<file path="config.mk">
export PLATFORM = sky130hd
export DESIGN_NAME = overtemp_shutdown_monitor
export DESIGN_NICKNAME = d
export VERILOG_FILES = /design/src/sv/otsm_pkg.sv /design/src/sv/overtemp_shutdown_monitor.sv /design/src/sv/otsm_div.sv /design/src/sv/otsm_hyst.sv
export VERILOG_INCLUDE_DIRS = /design/src /design/src/sv
export SDC_FILE = /design/constraint.sdc
export NUM_CORES = 1
export LEC_CHECK = 0
export BUFFER_PORTS_ARGS = -buffer_cell sky130_fd_sc_hd__buf_2
export CAP_MARGIN = 10
export CORE_UTILIZATION = 55
export DETAILED_ROUTE_END_ITERATION = 8
export PLACE_DENSITY = 0.77
export SKIP_CTS_REPAIR_TIMING = 1
export SLEW_MARGIN = 30
export SYNTH_ARGS = -nofsm -noshare
export SYNTH_HDL_FRONTEND = slang
export SYNTH_SLANG_ARGS = --single-unit
</file>
<file path="constraint.sdc">
create_clock -name clk_i -period 5.2 [get_ports clk_i]
set_input_delay 0.52 -clock clk_i [delete_from_list [all_inputs] [get_ports clk_i]]
set_output_delay 0.52 -clock clk_i [all_outputs]
set_load 0.1 [all_outputs]
</file>
<file path="src/sv/assert_macros.svh">
// assertion helpers, sampled on clk_i and disabled while rst_ni is low
`ifndef ASSERT_MACROS_SVH
`define ASSERT_MACROS_SVH

// consequent must hold in the same cycle
`define OTSM_ASSERT_NOW(lbl, ante, cons) \
  lbl: assert property (@(posedge clk_i) disable iff (!rst_ni) (ante) |-> (cons)) \
    else $error("assertion failed");

// consequent must hold in the next cycle
`define OTSM_ASSERT_NXT(lbl, ante, cons) \
  lbl: assert property (@(posedge clk_i) disable iff (!rst_ni) (ante) |=> (cons)) \
    else $error("assertion failed");

`endif

</file>
<file path="src/sv/otsm_pkg.sv">
package otsm_pkg;

  localparam int CalW    = 12;
  localparam int TempW   = 9;
  localparam int RunW    = 8;
  localparam int CfgIdxW = 3;

  localparam logic [CfgIdxW-1:0] CfgCal30   = 3'd0;
  localparam logic [CfgIdxW-1:0] CfgCal110  = 3'd1;
  localparam logic [CfgIdxW-1:0] CfgTrip    = 3'd2;
  localparam logic [CfgIdxW-1:0] CfgRelease = 3'd3;
  localparam logic [CfgIdxW-1:0] CfgConfirm = 3'd4;

  localparam logic [CalW-1:0]         Cal30Rst   = 12'd1750;
  localparam logic [CalW-1:0]         Cal110Rst  = 12'd1310;
  localparam logic signed [TempW-1:0] TripRst    = 9'sd60;
  localparam logic signed [TempW-1:0] ReleaseRst = 9'sd55;
  localparam logic [RunW-1:0]         ConfirmRst = 8'd5;

  // temperature of the lower calibration point
  localparam logic signed [TempW-1:0] TempBase = 9'sd30;

  typedef enum logic [2:0] {
    StIdle,
    StCalc,
    StStart,
    StDiv,
    StFin
  } state_e;

  typedef struct packed {
    logic shutdown;
    logic clear_torque;
  } hyst_res_t;

endpackage

</file>
<file path="src/sv/overtemp_shutdown_monitor.sv">
// per accepted word the sequencer steps through calibrate, divider start, the divider bit
//   loop (one quotient bit per cycle) and finish; a zero calibration span skips the divider
// a new word is taken only once the previous one has left the finish state
// a finished result waits in the output register while the next word is taken
// reset clears the run counters, shutdown state and loads configuration defaults
module overtemp_shutdown_monitor #(
  parameter int SAMPLE_BITS = 12
) (
  input  logic                                clk_i,
  input  logic                                rst_ni,
  input  logic                                cfg_we_i,
  input  logic [otsm_pkg::CfgIdxW-1:0]        cfg_idx_i,
  input  logic [otsm_pkg::CalW-1:0]           cfg_wdata_i,
  input  logic                                in_valid_i,
  output logic                                in_ready_o,
  input  logic [SAMPLE_BITS-1:0]              sensor_sample_i,
  output logic                                out_valid_o,
  input  logic                                out_ready_i,
  output logic signed [otsm_pkg::TempW-1:0]   temp_celsius_o,
  output logic                                shutdown_o,
  output logic                                clear_torque_o
);

  localparam int CalW  = otsm_pkg::CalW;
  localparam int TempW = otsm_pkg::TempW;
  localparam int RunW  = otsm_pkg::RunW;
  localparam int DiffW = ((SAMPLE_BITS > CalW) ? SAMPLE_BITS : CalW) + 1;
  localparam int NumW  = DiffW + 7;
  localparam int MagW  = NumW - 1;
  localparam int SumW  = TempW + 2;

  logic [CalW-1:0]         cal30_q, cal110_q;
  logic signed [TempW-1:0] trip_q, release_q;
  logic [RunW-1:0]         confirm_q;

  otsm_pkg::state_e state_q, state_d;

  logic [SAMPLE_BITS-1:0] sample_q;
  logic [MagW-1:0]        num_mag_q;
  logic [CalW-1:0]        span_mag_q;
  logic                   neg_q;
  logic                   span_zero_q;

  logic                   in_ready;
  logic                   calc_en;
  logic                   div_start;
  logic                   cap;
  logic                   div_done;
  logic [MagW-1:0]        quo;

  logic signed [DiffW-1:0] diff;
  logic signed [NumW-1:0]  num;
  logic [NumW-1:0]         num_abs;
  logic signed [CalW:0]    span;
  logic [CalW:0]           span_abs;

  logic [TempW-1:0]        q_sat;
  logic signed [SumW-1:0]  q_signed;
  logic signed [SumW-1:0]  t_sum;
  logic signed [TempW-1:0] temp;

  otsm_pkg::hyst_res_t hyst_res;

  logic                    out_valid_q;
  logic signed [TempW-1:0] temp_out_q;
  logic                    sd_out_q;
  logic                    clr_out_q;

  // configuration registers
  always_ff @(posedge clk_i or negedge rst_ni) begin
    if (!rst_ni) begin
      cal30_q   <= otsm_pkg::Cal30Rst;
      cal110_q  <= otsm_pkg::Cal110Rst;
      trip_q    <= otsm_pkg::TripRst;
      release_q <= otsm_pkg::ReleaseRst;
      confirm_q <= otsm_pkg::ConfirmRst;
    end else if (cfg_we_i) begin
      unique case (cfg_idx_i)
        otsm_pkg::CfgCal30:   cal30_q   <= cfg_wdata_i;
        otsm_pkg::CfgCal110:  cal110_q  <= cfg_wdata_i;
        otsm_pkg::CfgTrip:    trip_q    <= cfg_wdata_i[TempW-1:0];
        otsm_pkg::CfgRelease: release_q <= cfg_wdata_i[TempW-1:0];
        otsm_pkg::CfgConfirm: confirm_q <= cfg_wdata_i[RunW-1:0];
        default: ;
      endcase
    end
  end

  // sequencer next state
  always_comb begin
    state_d = state_q;
    unique case (state_q)
      otsm_pkg::StIdle:  if (in_valid_i) state_d = otsm_pkg::StCalc;
      otsm_pkg::StCalc:  state_d = (span == '0) ? otsm_pkg::StFin : otsm_pkg::StStart;
      otsm_pkg::StStart: state_d = otsm_pkg::StDiv;
      otsm_pkg::StDiv:   if (div_done) state_d = otsm_pkg::StFin;
      otsm_pkg::StFin:   if (!out_valid_q || out_ready_i) state_d = otsm_pkg::StIdle;
      default:           state_d = otsm_pkg::StIdle;
    endcase
  end

  // sequencer outputs
  always_comb begin
    in_ready  = 1'b0;
    calc_en   = 1'b0;
    div_start = 1'b0;
    cap       = 1'b0;
    unique case (state_q)
      otsm_pkg::StIdle:  in_ready  = 1'b1;
      otsm_pkg::StCalc:  calc_en   = 1'b1;
      otsm_pkg::StStart: div_start = 1'b1;
      otsm_pkg::StDiv:   ;
      otsm_pkg::StFin:   cap       = !out_valid_q || out_ready_i;
      default:           ;
    endcase
  end

  always_ff @(posedge clk_i or negedge rst_ni) begin
    if (!rst_ni) begin
      state_q <= otsm_pkg::StIdle;
    end else begin
      state_q <= state_d;
    end
  end

  // (sample - cal30) * 80 as two shifted adds, split into sign and magnitude
  always_comb begin
    diff     = DiffW'(sample_q) - DiffW'(cal30_q);
    num      = (NumW'(diff) <<< 6) + (NumW'(diff) <<< 4);
    num_abs  = num[NumW-1] ? NumW'(-num) : NumW'(num);
    span     = (CalW+1)'(cal110_q) - (CalW+1)'(cal30_q);
    span_abs = span[CalW] ? (CalW+1)'(-span) : (CalW+1)'(span);
  end

  always_ff @(posedge clk_i) begin
    if (in_ready && in_valid_i) begin
      sample_q <= sensor_sample_i;
    end
    if (calc_en) begin
      num_mag_q   <= num_abs[MagW-1:0];
      span_mag_q  <= span_abs[CalW-1:0];
      neg_q       <= num[NumW-1] ^ span[CalW];
      span_zero_q <= (span == '0);
    end
  end

  otsm_div #(
    .MagW(MagW)
  ) u_div (
    .clk_i      (clk_i),
    .rst_ni     (rst_ni),
    .start_i    (div_start),
    .dividend_i (num_mag_q),
    .divisor_i  (span_mag_q),
    .done_o     (div_done),
    .quotient_o (quo)
  );

  // apply sign, add base, saturate; a zero span gives the base temperature
  always_comb begin
    q_sat    = (|quo[MagW-1:TempW]) ? '1 : quo[TempW-1:0];
    q_signed = neg_q ? -SumW'(q_sat) : SumW'(q_sat);
    t_sum    = q_signed + SumW'(otsm_pkg::TempBase);
    if (span_zero_q) begin
      temp = otsm_pkg::TempBase;
    end else if (t_sum > SumW'(255)) begin
      temp = 9'sd255;
    end else if (t_sum < -SumW'(256)) begin
      temp = -9'sd256;
    end else begin
      temp = t_sum[TempW-1:0];
    end
  end

  otsm_hyst u_hyst (
    .clk_i     (clk_i),
    .rst_ni    (rst_ni),
    .upd_i     (cap),
    .temp_i    (temp),
    .trip_i    (trip_q),
    .release_i (release_q),
    .confirm_i (confirm_q),
    .res_o     (hyst_res)
  );

  // output word register
  always_ff @(posedge clk_i or negedge rst_ni) begin
    if (!rst_ni) begin
      out_valid_q <= 1'b0;
    end else if (cap) begin
      out_valid_q <= 1'b1;
    end else if (out_ready_i) begin
      out_valid_q <= 1'b0;
    end
  end

  always_ff @(posedge clk_i) begin
    if (cap) begin
      temp_out_q <= temp;
      sd_out_q   <= hyst_res.shutdown;
      clr_out_q  <= hyst_res.clear_torque;
    end
  end

  assign in_ready_o     = in_ready;
  assign out_valid_o    = out_valid_q;
  assign temp_celsius_o = temp_out_q;
  assign shutdown_o     = sd_out_q;
  assign clear_torque_o = clr_out_q;

  `include "assert_macros.svh"

  `OTSM_ASSERT_NXT(a_acc_busy, in_valid_i && in_ready, !in_ready)
  `OTSM_ASSERT_NXT(a_cap_out, cap, out_valid_q)
  `OTSM_ASSERT_NOW(a_done_in_div, div_done, state_q == otsm_pkg::StDiv)
  `OTSM_ASSERT_NOW(a_clr_sets_sd, cap && hyst_res.clear_torque && temp >= release_q,
                   hyst_res.shutdown)

endmodule

</file>
<file path="src/sv/otsm_div.sv">
module otsm_div #(
  parameter int MagW = 19
) (
  input  logic                      clk_i,
  input  logic                      rst_ni,
  input  logic                      start_i,
  input  logic [MagW-1:0]           dividend_i,
  input  logic [otsm_pkg::CalW-1:0] divisor_i,
  output logic                      done_o,
  output logic [MagW-1:0]           quotient_o
);

  localparam int CntW = $clog2(MagW + 1);
  localparam int CalW = otsm_pkg::CalW;

  logic            busy_q, busy_d;
  logic            done_q, done_d;
  logic [CntW-1:0] cnt_q, cnt_d;
  logic [MagW-1:0] quo_q, quo_d;
  logic [CalW-1:0] rem_q, rem_d;
  logic [CalW-1:0] div_q, div_d;
  logic [CalW:0]   rem_sh;
  logic [CalW:0]   rem_sub;
  logic            qbit;

  // one quotient bit per cycle, restoring
  always_comb begin
    rem_sh  = {rem_q, quo_q[MagW-1]};
    rem_sub = rem_sh - {1'b0, div_q};
    qbit    = (rem_sh >= {1'b0, div_q});
    busy_d  = busy_q;
    done_d  = 1'b0;
    cnt_d   = cnt_q;
    quo_d   = quo_q;
    rem_d   = rem_q;
    div_d   = div_q;
    if (start_i) begin
      busy_d = 1'b1;
      cnt_d  = CntW'(MagW);
      quo_d  = dividend_i;
      rem_d  = '0;
      div_d  = divisor_i;
    end else if (busy_q) begin
      quo_d = {quo_q[MagW-2:0], qbit};
      rem_d = qbit ? rem_sub[CalW-1:0] : rem_sh[CalW-1:0];
      cnt_d = cnt_q - CntW'(1);
      if (cnt_q == CntW'(1)) begin
        busy_d = 1'b0;
        done_d = 1'b1;
      end
    end
  end

  always_ff @(posedge clk_i or negedge rst_ni) begin
    if (!rst_ni) begin
      busy_q <= 1'b0;
      done_q <= 1'b0;
      cnt_q  <= '0;
    end else begin
      busy_q <= busy_d;
      done_q <= done_d;
      cnt_q  <= cnt_d;
    end
  end

  always_ff @(posedge clk_i) begin
    quo_q <= quo_d;
    rem_q <= rem_d;
    div_q <= div_d;
  end

  assign done_o     = done_q;
  assign quotient_o = quo_q;

  `include "assert_macros.svh"

  `OTSM_ASSERT_NXT(a_start_busy, start_i, busy_q)
  `OTSM_ASSERT_NOW(a_done_idle, done_q, !busy_q)
  `OTSM_ASSERT_NOW(a_busy_cnt, busy_q, cnt_q != '0)

endmodule

</file>
<file path="src/sv/otsm_hyst.sv">
module otsm_hyst (
  input  logic                             clk_i,
  input  logic                             rst_ni,
  input  logic                             upd_i,
  input  logic signed [otsm_pkg::TempW-1:0] temp_i,
  input  logic signed [otsm_pkg::TempW-1:0] trip_i,
  input  logic signed [otsm_pkg::TempW-1:0] release_i,
  input  logic [otsm_pkg::RunW-1:0]        confirm_i,
  output otsm_pkg::hyst_res_t              res_o
);

  localparam int RunW = otsm_pkg::RunW;

  logic [RunW-1:0] hot_q, hot_d, hot_inc;
  logic [RunW-1:0] cool_q, cool_d, cool_inc;
  logic            sd_q, sd_d;
  logic            clr;

  always_comb begin
    hot_inc  = (hot_q == '1) ? hot_q : hot_q + RunW'(1);
    cool_inc = (cool_q == '1) ? cool_q : cool_q + RunW'(1);
    sd_d     = sd_q;
    clr      = 1'b0;
    hot_d    = '0;
    cool_d   = '0;
    if (temp_i > trip_i) begin
      hot_d = hot_inc;
      if (hot_inc > confirm_i) begin
        sd_d = 1'b1;
        clr  = 1'b1;
      end
    end
    // cool rule applies after the hot rule
    if (temp_i < release_i) begin
      cool_d = cool_inc;
      if (cool_inc > confirm_i) begin
        sd_d = 1'b0;
      end
    end
  end

  always_ff @(posedge clk_i or negedge rst_ni) begin
    if (!rst_ni) begin
      hot_q  <= '0;
      cool_q <= '0;
      sd_q   <= 1'b0;
    end else if (upd_i) begin
      hot_q  <= hot_d;
      cool_q <= cool_d;
      sd_q   <= sd_d;
    end
  end

  assign res_o.shutdown     = sd_d;
  assign res_o.clear_torque = clr;

  `include "assert_macros.svh"

  `OTSM_ASSERT_NXT(a_hold_sd, !upd_i, $stable(sd_q))
  `OTSM_ASSERT_NOW(a_clr_hot, clr, temp_i > trip_i)
  `OTSM_ASSERT_NXT(a_runs_excl, upd_i && temp_i >= release_i, cool_q == '0)

endmodule

</file>
==> results of run 1 <==
layout make-up:
| class | instances | area, um2 |
|---|---|---|
| Fill cell | 1594 | 7030 |
| Multi-Input combinational cell | 858 | 6030 |
| Sequential cell | 173 | 4710 |
| Clock buffer | 23 | 512 |
| Timing Repair Buffer | 81 | 510 |
| Tap cell | 265 | 332 |
| Inverter | 81 | 304 |
| Clock inverter | 9 | 93.8 |
flip-flops by register name, summed over array words and instances, names as in the netlist, 3 cells and up:
register,flops
u_div.cnt_q,5
trip_q,9
temp_celsius_o,9
cal110_q,12
u_div.quotient_o,19
u_div.rem_q,12
confirm_q,8
span_mag_q,12
release_q,9
sample_q,12
cal30_q,12
u_div.div_q,12
u_hyst.hot_q,8
num_mag_q,15
state_q,3
u_hyst.cool_q,8
critical path, delay by kind of cell (launching register included):
| family | cells | cell delay (ps) |
|---|---|---|
| adders and majority gates | 2 | 650 |
| and+or+nand+nor | 7 | 1310 |
| AOI/OAI and AO/OA | 11 | 2190 |
| buffers and inverters | 1 | 160 |
| DFF | 1 | 470 |
stage by stage:
step / setup TNS (ps) / setup WS, ps / cells
after floorplan: 0 / 207 / 1141
after global placement: 0 / 60.5 / 1451
after detailed placement: -395 / -145 / 1451
after CTS: -327 / -129 / 1483
after global routing: -160 / -54.5 / 1490
final: 0 / 197 / 1490
cell usage in the layout (no fill, tap or decap), types with 9 or more instances in the layout:
master     Yosys  layout
and3_1         9       9
nand3_1       28      28
nand4_1       17      17
mux2i_1       10      10
dfrtp_1       54      54
mux2_2        25      25
clkbuf_16      0      20
nor2_1        88      87
a21oi_1       49      49
o21a_1        25      25
a31oi_1       12      11
xnor2_1       43      42
edfxtp_1      83      83
inv_1         78      78
or2_2         10      10
buf_2          0      43
o21ai_0       81      75
nor3_1        28      27
buf_4          0      35
nand2b_1      14      14
nand2_1      133     132
ha_1          89      88
xor2_1        24      24
dfstp_2       24      24
dfxtp_1       12      12
a21o_1        20      20
nor2b_1       15      15
a211oi_1      17      15
power breakdown:
group / total (mW) / switching [mW] / internal, mW
sequential: 2.25 / 0.271 / 1.98
clock: 1.30 / 0.546 / 0.752
combinational: 3.51 / 2.05 / 1.46
worst min path at each step:
| stage | cells after the start | end | from |
|---|---|---|---|
| 6_report | 1 | sample_q[10] | sensor_sample_i[10] |
| 5_1_grt | 1 | sample_q[9] | sensor_sample_i[9] |
| 4_1_cts | 1 | u_div.cnt_q[0] | rst_ni |
| 3_5_place_dp | 1 | u_div.cnt_q[0] | rst_ni |
| 3_3_place_gp | 1 | u_div.cnt_q[0] | rst_ni |
| 2_1_floorplan | 0 | cal110_q[0] | rst_ni |
kinds of logic (layout without fill, tap and decap cells):
kind of cell,count (synthesis),after routing,share of synthesized area
muxes,35,35,0.0348
DFF,173,173,0.429
xor gates and xnor gates,67,67,0.0535
adders and majority gates,93,93,0.109
and+or+nand+nor,390,390,0.173
buffers and inverters,110,194,0.0376
AOI/OAI and AO/OA,273,273,0.163
metal layers:
| layer | vias up | track usage |
|---|---|---|
| met2 | 259 | 0.427 |
| li1 | 4275 | - |
| met4 | 0 | 0.0773 |
| met1 | 4132 | 0.325 |
| met3 | 30 | 0.0449 |
| met5 | - | 0 |
==> results.md, run 1 <==
* Least-Margin Pin Slew at between 900 and 1000 ps
* Final wirelength at 24.9 mm
* Total grt overflow at 0
* Drt first-iter violations at ~630
* Die area at 20,500 um2
* Maxcap violations at 0
* Worst-path clk slew at ~70 ps
* Clk Tree Root Cell: clkbuf_16
* Sequential area share after synthesis at 0.429
* Cell with the biggest individual delay on the critical path: or4_4
* Critical-path cell list: or4_4 -> nor4_4 -> buf_4 -> nand2_1 -> o21ai_2 -> nor2_1 -> ha_1 -> o31a_1 -> o21ai_2 -> a2111oi_4 -> a311oi_4 -> o31ai_4 -> ha_1 -> nor2b_1 -> o21a_1 -> o21ai_1 -> nand2b_1 -> a2111oi_2 -> o32a_1 -> nor2b_1 -> o21a_1
* Initial antenna violation count at 0
* FF-to-FF End: shutdown_o
* Crit start category: flop
* # nets final at about 1,300
* Main synth FF type: edfxtp_1
* CP max stage delay at 600 ps
* Hold Crit Class: in -> reg
* Crit Path Max Fanout at 4
* Finished Cell Area at 12,500 um2
* Synth area leader: edfxtp_1
* Met1 wire length at ~11 mm
* R2R Setup Slk at slightly below 200 ps
* Insertion delay to the later sink of the worst-skew pair at between 400 and 500 ps
* Post-layout util at 0.640
* RR Startpoint: u_div.quotient_o[13]
* CP Launch Point: u_div.quotient_o[13]
* Vias in the first global route at slightly above 8,000
* Setup CP Type: reg -> reg
* Synth warnings at 0
* Yosys top cell area share at 0.227
* Reg2reg path depth at 21
* Leak at about 5.3 nW
* Mapped Cells at 1,141
* Placement Cell Area at roughly 12,000 um2
* Pwr Density at roughly 560 nW/um2
* Final Skew at approximately 16 ps
* Number of flops mapped to enable cells by yosys at 83
* Inserted Clock Buffers at 17
* Period utilization at 0.962
* Cell Rows at a little over 50
* DP Wirelength at between 15 and 20 mm
* Peak Freq at between 150 and 200 MHz
* DR vias/cell at just under 6
* CP Capture Type: flop
* Wirelength per Cell at 16.7 um
* Top cells by count, synth: nand2_1 (133), ha_1 (89), nor2_1 (88), edfxtp_1 (83), o21ai_0 (81)
* WL met3 at roughly 1.1 mm
* Mean Syn Cell Area at just under 10 um2
* # H-tree levels at 4
* CP Capture Point: shutdown_o
* Area delta synth->final at 13.8%
* CP arrival at ~5200 ps
* Fraction of layout instances using a drive strength above 1 at 0.169
* DR vias at between 8,000 and 9,000
* Synth top area cells: edfxtp_1 (23%), dfrtp_1 (12%), ha_1 (10%)
* Endpoints failing hold at 0
* Netlist Area Pre-Place at 11,000 um2
* Unique masters post-synth at 77
* TritonRoute pass-1 iters at 6
* # diodes at 0
* Synth async-reset ratio at 0.451
* Post-route ant nets at 0
* Final slew viol count at 0
* Relative slew slack at 0.357
* DR DRC count at 0
* Initial cell density of the core at 0.562
* TritonCTS clock tree: done
* Overall power at ~7 mW
* IO Pins at 45
* Clock Path Buffers at 2
* Syn_nets at about 1,300
* Fin crit period at roughly 5000 ps
* Core area at 19,500 um2
* Port bufs at 44
* Max Used Layer: met4
* Die span in y at 143 um
* RD Place Congestion at ~0.94
* Num Clock Sinks at around 170
* Synth Register Bits at roughly 170
* Global Route Usage Sum at 0.251
* First-pass GRT wire length at roughly 40 mm
* Pin count of the biggest net entering global routing at 74
* Max IR drop VDD at roughly 0.27 mV
* Wire length on met2 at 12.2 mm
* Worst Hold Margin at 258 ps
* Worst EP required at about 5400 ps
* Most frequent cell after synthesis: nand2_1
* # setup viols final at 0
* Chip width at about 140 um
* Status: finished, final reports clean
(Power assumes the default switching activity.)
==> run 2: changes to the inputs <==
- SETUP_SLACK_MARGIN: not set -> 0.5
==> run 2 against run 1 <==
- core utilization grew 0.79 points
- sequential power is essentially flat
- register-to-register slack gained 20 ps
- non-clock buffer count grew 9
- clock skew shrank 4.3 ps
- largest cell class unchanged
- clock power shrank 8%
==> results.md, run 2 (synthesized netlist as in run 1, its figures left out) <==
* Peak Freq at 201 MHz (+0.35%)
* DP Wirelength at 18.2 mm (+1.1%)
* Leak at 5.36 nW (+1.6%)
* Clock share of power at 0.166 (-0.018)
* Setup CP Type: reg -> reg
* CP Capture Type: flop
* Die span in y at 143 um (unchanged)
* Worst EP required at 5380 ps (about the same)
* Cell Rows at 51 (unchanged)
* Share of power burned in registers at 0.314 (-0.004)
* Final slew viol count at 0 (unchanged)
* Crit start category: flop
* Final wirelength at 25.9 mm (+4.1%)
* Drt first-iter violations at 686 (+8.7%)
* DR vias at 8,858 (+1.9%)
* TritonRoute pass-1 iters at 5 (-1)
* Overall power at 7.17 mW (+1.5%)
* # H-tree levels at 4 (unchanged)
* Number of flip-flops in the largest register at 19 (unchanged)
* RD Place Congestion at 0.926 (-1.0%)
* Clock Path Buffers at 2 (unchanged)
* Switching portion of total power at 0.413 (+0.00693)
* Initial antenna violation count at 0 (unchanged)
* Clk Tree Root Cell: clkbuf_16
* Global Route Usage Sum at 0.261 (+0.00954)
* RSZ-0062 raised after global routing: true
* Commonest non-fill, non-tap cell in the layout: nand2_1
* # nets final at 1,346 (+0.67%)
* Worst-path clk slew at 60 ps (about the same)
* Vias in the first global route at 8,441 (+4.6%)
* Relative slew slack at 0.389 (+0.0318)
* Crit Path Max Fanout at 4 (unchanged)
* Num Clock Sinks at 173 (unchanged)
* Area delta synth->final at 15.2%
* Pwr Density at 567 nW/um2 (+0.31%)
* Period utilization at 0.959 (-0.00338)
* Pin count of the biggest net entering global routing at 79 (+6.8%)
* Final Skew at 11.8 ps (-4.34 ps)
* Placement Setup Slack at 43.3 ps (+188 ps)
* DR DRC count at 0 (unchanged)
* Most frequent cells in the layout: nand2_1 (132), nor2_1 (85), ha_1 (85)
* Core area at 19,500 um2 (unchanged)
* TritonCTS clock tree: done
* Chip width at 143 um (unchanged)
* IO Pins at 45 (unchanged)
* Post-route ant nets at 0 (unchanged)
* DR vias/cell at 5.91 (+1.3%)
* Fraction of layout instances using a drive strength above 1 at 0.193 (+0.0239)
* Hold Crit Class: in -> async
* Endpoints failing hold at 0 (unchanged)
* First-pass GRT wire length at 41.1 mm (+3.5%)
* Total grt overflow at 0 (unchanged)
* Fin crit period at 4990 ps (-17.6 ps)
* Port bufs at 44 (unchanged)
* Final worst slack at 215 ps (+17.6 ps)
* Least-Margin Pin Slew at 911 ps (-42.9 ps)
* Combinational Power Share at 0.520 (+0.022)
* Max IR drop VDD at 0.301 mV (+11%)
* Setup TNS Final at 0 ps (unchanged)
* NetSw at 2.96 mW (+3.3%)
* # setup viols final at 0 (unchanged)
* Insertion delay to the later sink of the worst-skew pair at 430 ps (about the same)
* Pint at 4.21 mW (+0.36%)
* Wirelength per Cell at 17.3 um (+3.5%)
* CP arrival at 5170 ps (-20 ps)
* # diodes at 0 (unchanged)
* Maxcap violations at 0 (unchanged)
* Initial cell density of the core at 0.562 (unchanged)
* Die area at 20,500 um2 (unchanged)
* Status: finished, final reports clean
* R2R Setup Slk at 210 ps (+20 ps)
* Inserted Clock Buffers at 17 (unchanged)
==> run 2: cell types whose count changed in the layout (fill, tap and decap cells not counted), moves of 4 or more <==
cell | previous run | this run
nor3_1 | 27 | 23
buf_6 | 2 | 7
buf_4 | 35 | 40
o21ai_0 | 75 | 66
clkinv_2 | 0 | 5
o21ai_2 | 4 | 9
==> run 2: final timing paths <==
kind | cells past startpoint | from | endpoint
max | 23 | u_div.quotient_o[18] | shutdown_o
min | 1 | rst_ni | u_div.cnt_q[0]
max reg2reg | 23 | u_div.quotient_o[18] | shutdown_o
min reg2reg | 0 | span_mag_q[6] | u_div.div_q[6]
max in group asynchronous | 1 | rst_ni | cal110_q[5]
min in group clk_i | 1 | sensor_sample_i[8] | sample_q[8]
==> run 2: final cells by class <==
class / instances / area (um2)
inverter: 81 / 304
fill: 1567 / 6870
timing repair buffer: 90 / 594
tap: 265 / 332
sequential: 173 / 4710
clock buffer: 22 / 475
clock inverter: 10 / 62.6
multi-input combinational: 858 / 6170
==> run 2: metrics by stage <==
stage               cells  instance area [um2]  utilization  hold slack (ps)
floorplan            1141                11000            -              224
global placement     1445                11700        0.598              404
detailed placement   1445                11700        0.599              405
CTS                  1477                12200        0.626              141
global route         1499                12700        0.648              157
finish               1499                12700        0.648              101
==> run 2: power groups by stage <==
stage                     clock network (mW)  logic, mW  registers [mW]
after global routing                    1.26       4.13            2.29
after floorplan                            0       2.67            2.17
final                                   1.19       3.73            2.25
after CTS                               1.20       3.42            2.25
after detailed placement                   0       3.38            2.27
after global placement                     0       3.28            2.25
==> run 2: routing by layer <==
layer | wire (um) | vias up | track usage
li1 | - | 4282 | -
met1 | 11000 | 4242 | 0.334
met2 | 12700 | 269 | 0.433
met3 | 1370 | 65 | 0.0516
met4 | 828 | 0 | 0.101
met5 | 0 | - | 0
==> run 2: critical path, stage by stage, from the launching register on <==
cell,delay [ps]
edfxtp_1,440
buf_6,150
nor4_4,400
a31oi_2,160
buf_4,190
nor2_2,130
ha_2,200
inv_2,40
a211o_1,270
buf_6,140
o31a_1,240
a31o_2,240
a311oi_1,260
buf_4,180
o31ai_4,80
ha_1,300
nor2b_1,150
o21a_1,180
o21ai_1,130
nand2b_1,80
a2111oi_2,300
o32a_1,250
nor2b_1,80
o21a_1,170
==> run 3: changes to the inputs <==
- ABC_AREA: not set -> 1
- PLACE_DENSITY: 0.77 -> 0.86
==> run 3 against run 2 <==
- register-to-register slack better by 370 ps
- global-route usage down 1.8 points
- clock power up 12%
- largest power group unchanged
- worst setup slack better by 370 ps
- first-iteration DRC count down 20%
- largest cell class unchanged
- count of clock-buffer cells in the layout down 3
- combinational power up 32%
- sequential power up 12%
- core utilization down 0.80 points
- non-clock buffer count down 27
==> results.md, run 3 <==
* Least-Margin Pin Slew at 950 ps (+39.5 ps)
* Total grt overflow at 0 (unchanged)
* Overall power at 8.79 mW (+23%)
* RD Place Congestion at 0.898 (-3.0%)
* # setup viols final at 0 (unchanged)
* Commonest non-fill, non-tap cell in the layout: nand2_1
* Synth top area cells: edfxtp_1 (23%), dfrtp_1 (13%), ha_1 (10%)
* CP arrival at 4820 ps (-350 ps)
* Final wirelength at 23.7 mm (-8.8%)
* Inserted Clock Buffers at 17 (unchanged)
* Relative slew slack at 0.363 (-0.0265)
* Fraction of layout instances using a drive strength above 1 at 0.143 (-0.0495)
* Synth async-reset ratio at 0.451 (unchanged)
* Pin count of the biggest net entering global routing at 73 (-7.6%)
* Port bufs at 44 (unchanged)
* Endpoints failing hold at 0 (unchanged)
* Crit Path Max Fanout at 7 (+3)
* Crit start category: flop
* TritonRoute pass-1 iters at 6 (+1)
* Reg2reg path depth at 30 (+30%)
* NetSw at 4.01 mW (+36%)
* Main synth FF type: edfxtp_1
* Num Clock Sinks at 173 (unchanged)
* Initial antenna violation count at 1 (+1)
* Clock Path Buffers at 2 (unchanged)
* DR vias/cell at 5.37 (-9.2%)
* CP Capture Type: flop
* Die span in y at 141 um (-1.4%)
* Worst EP required at 5410 ps (+30 ps)
* RSZ-0062 raised after global routing: true
* TritonCTS clock tree: done
* CP Launch Point: u_div.quotient_o[15]
* Drt first-iter violations at 552 (-20%)
* Mean Syn Cell Area at 8.57 um2 (-11%)
* Status: finished, final reports clean
* DR DRC count at 0 (unchanged)
* FF-to-FF End: shutdown_o
* Maxcap violations at 0 (unchanged)
* Vias in the first global route at 7,994 (-5.3%)
* Core area at 18,800 um2 (-3.6%)
* Peak Freq at 217 MHz (+8.0%)
* Final Skew at 9.99 ps (-1.82 ps)
* Worst Hold Margin at 248 ps (+147 ps)
* Cell with the biggest individual delay on the critical path: edfxtp_1
* Switching portion of total power at 0.457 (+0.0438)
* # nets final at 1,430 (+6.2%)
* Yosys top cell area share at 0.234 (+0.00663)
* Most frequent cells in the layout: nand2_1 (242), inv_1 (198), o21ai_0 (107)
* Period utilization at 0.888 (-0.0709)
* CP Capture Point: shutdown_o
* Insertion delay to the later sink of the worst-skew pair at 450 ps (+20 ps)
* Synth warnings at 0 (unchanged)
* Initial cell density of the core at 0.566 (+0.00423)
* Syn_nets at 1,369 (+8.1%)
* Top cells by count, synth: nand2_1 (248), inv_1 (199), o21ai_0 (112), ha_1 (89), edfxtp_1 (83)
* First-pass GRT wire length at 37.8 mm (-8.1%)
* Most frequent cell after synthesis: nand2_1
* # diodes at 0 (unchanged)
* Fin crit period at 4620 ps (-369 ps)
* DP Wirelength at 16.9 mm (-7.1%)
* Final slew viol count at 0 (unchanged)
* Worst-path clk slew at 80 ps (+20 ps)
* Share of power burned in registers at 0.286 (-0.028)
* Number of flops mapped to enable cells by yosys at 83 (unchanged)
* Area delta synth->final at 13.0%
* R2R Setup Slk at 580 ps (+370 ps)
* Combinational Power Share at 0.563 (+0.043)
* IO Pins at 45 (unchanged)
* Clk Tree Root Cell: clkbuf_16
* RR Startpoint: u_div.quotient_o[15]
* Die area at 20,000 um2 (-2.8%)
* Netlist Area Pre-Place at 10,700 um2 (-2.8%)
* Synth area leader: edfxtp_1
* Hold Crit Class: in -> reg
* Pwr Density at 729 nW/um2 (+29%)
* Post-route ant nets at 0 (unchanged)
* Unique masters post-synth at 46 (-40%)
* DR vias at 8,467 (-4.4%)
* Crit path top cell by count: nand2_1
* Cell Rows at 50 (-2.0%)
* Wirelength per Cell at 15.0 um (-13%)
* Synth Register Bits at 173 (unchanged)
* Setup TNS Final at 0 ps (unchanged)
* Global Route Usage Sum at 0.242 (-0.0184)
* Leak at 5.58 nW (+4.0%)
* Number of flip-flops in the largest register at 19 (unchanged)
* Sequential area share after synthesis at 0.442 (+0.0125)
* # H-tree levels at 4 (unchanged)
* Chip width at 141 um (-1.4%)
* Mapped Cells at 1,244 (+9.0%)
* Pint at 4.77 mW (+13%)
* Setup CP Type: reg -> reg
* CP max stage delay at 410 ps (-30 ps)
* Clock share of power at 0.152 (-0.014)
* Max IR drop VDD at 0.350 mV (+16%)
-- run 3: power groups by stage --
stage	combinational, mW	clock, mW	sequential, mW
detailed placement	4.64	0	2.52
finish	4.94	1.33	2.51
global route	5.57	1.40	2.56
floorplan	3.63	0	2.51
CTS	4.68	1.34	2.50
global placement	4.44	0	2.49
-- run 3: cells by family after synthesis --
kind of cell,after synthesis,synth area share
AO/OA/AOI/OAI,238,0.126
adder cells (fa/ha/maj),93,0.112
XOR/XNOR,69,0.0567
buffers and inverters,226,0.0800
flip-flops,173,0.442
AND/OR/NAND/NOR,445,0.183
-- run 3: metrics by stage --
stage / cells / utilization / area (um2) / setup WS (ps)
final: 1578 / 0.640 / 12100 / 583
after global routing: 1578 / 0.640 / 12100 / 293
after floorplan: 1244 / - / 10700 / 1140
after CTS: 1564 / 0.627 / 11800 / 512
after global placement: 1532 / 0.594 / 11200 / 825
after detailed placement: 1532 / 0.594 / 11200 / 617
-- run 3: worst min-delay path by stage --
stage                       start              to  depth (start not counted)
2_1_floorplan              rst_ni     cal110_q[0]                          0
3_3_place_gp               rst_ni  u_div.cnt_q[3]                          1
3_5_place_dp               rst_ni    u_div.busy_q                          1
4_1_cts                    rst_ni    u_div.busy_q                          1
5_1_grt        sensor_sample_i[2]     sample_q[2]                          1
6_report       sensor_sample_i[2]     sample_q[2]                          1
-- run 3: layer usage --
metal | wire length (um) | vias up | GRT usage | share of wire
met1 | 9990 | 3953 | 0.301 | 0.42
met4 | 552 | 0 | 0.0847 | 0.023
li1 | - | 4227 | - | -
met3 | 1220 | 49 | 0.0422 | 0.051
met2 | 11900 | 238 | 0.425 | 0.50
met5 | 0 | - | 0 | 0
-- run 3: layout make-up --
cell class	count	area [um2]
flip-flops and latches	173	4710
well taps	260	325
fillers	1462	6780
inverters	205	769
multi-input cells	845	5250
clock buffers	19	475
repair buffers	63	375
clock inverters	13	140
-- run 3: critical path: cells and delay by family (launching register included) --
kind / cells / cell delay (ps)
simple gates: 21 / 2610
flops: 1 / 410
buf+inv: 3 / 310
fa+ha+maj: 1 / 290
compound gates: 5 / 740
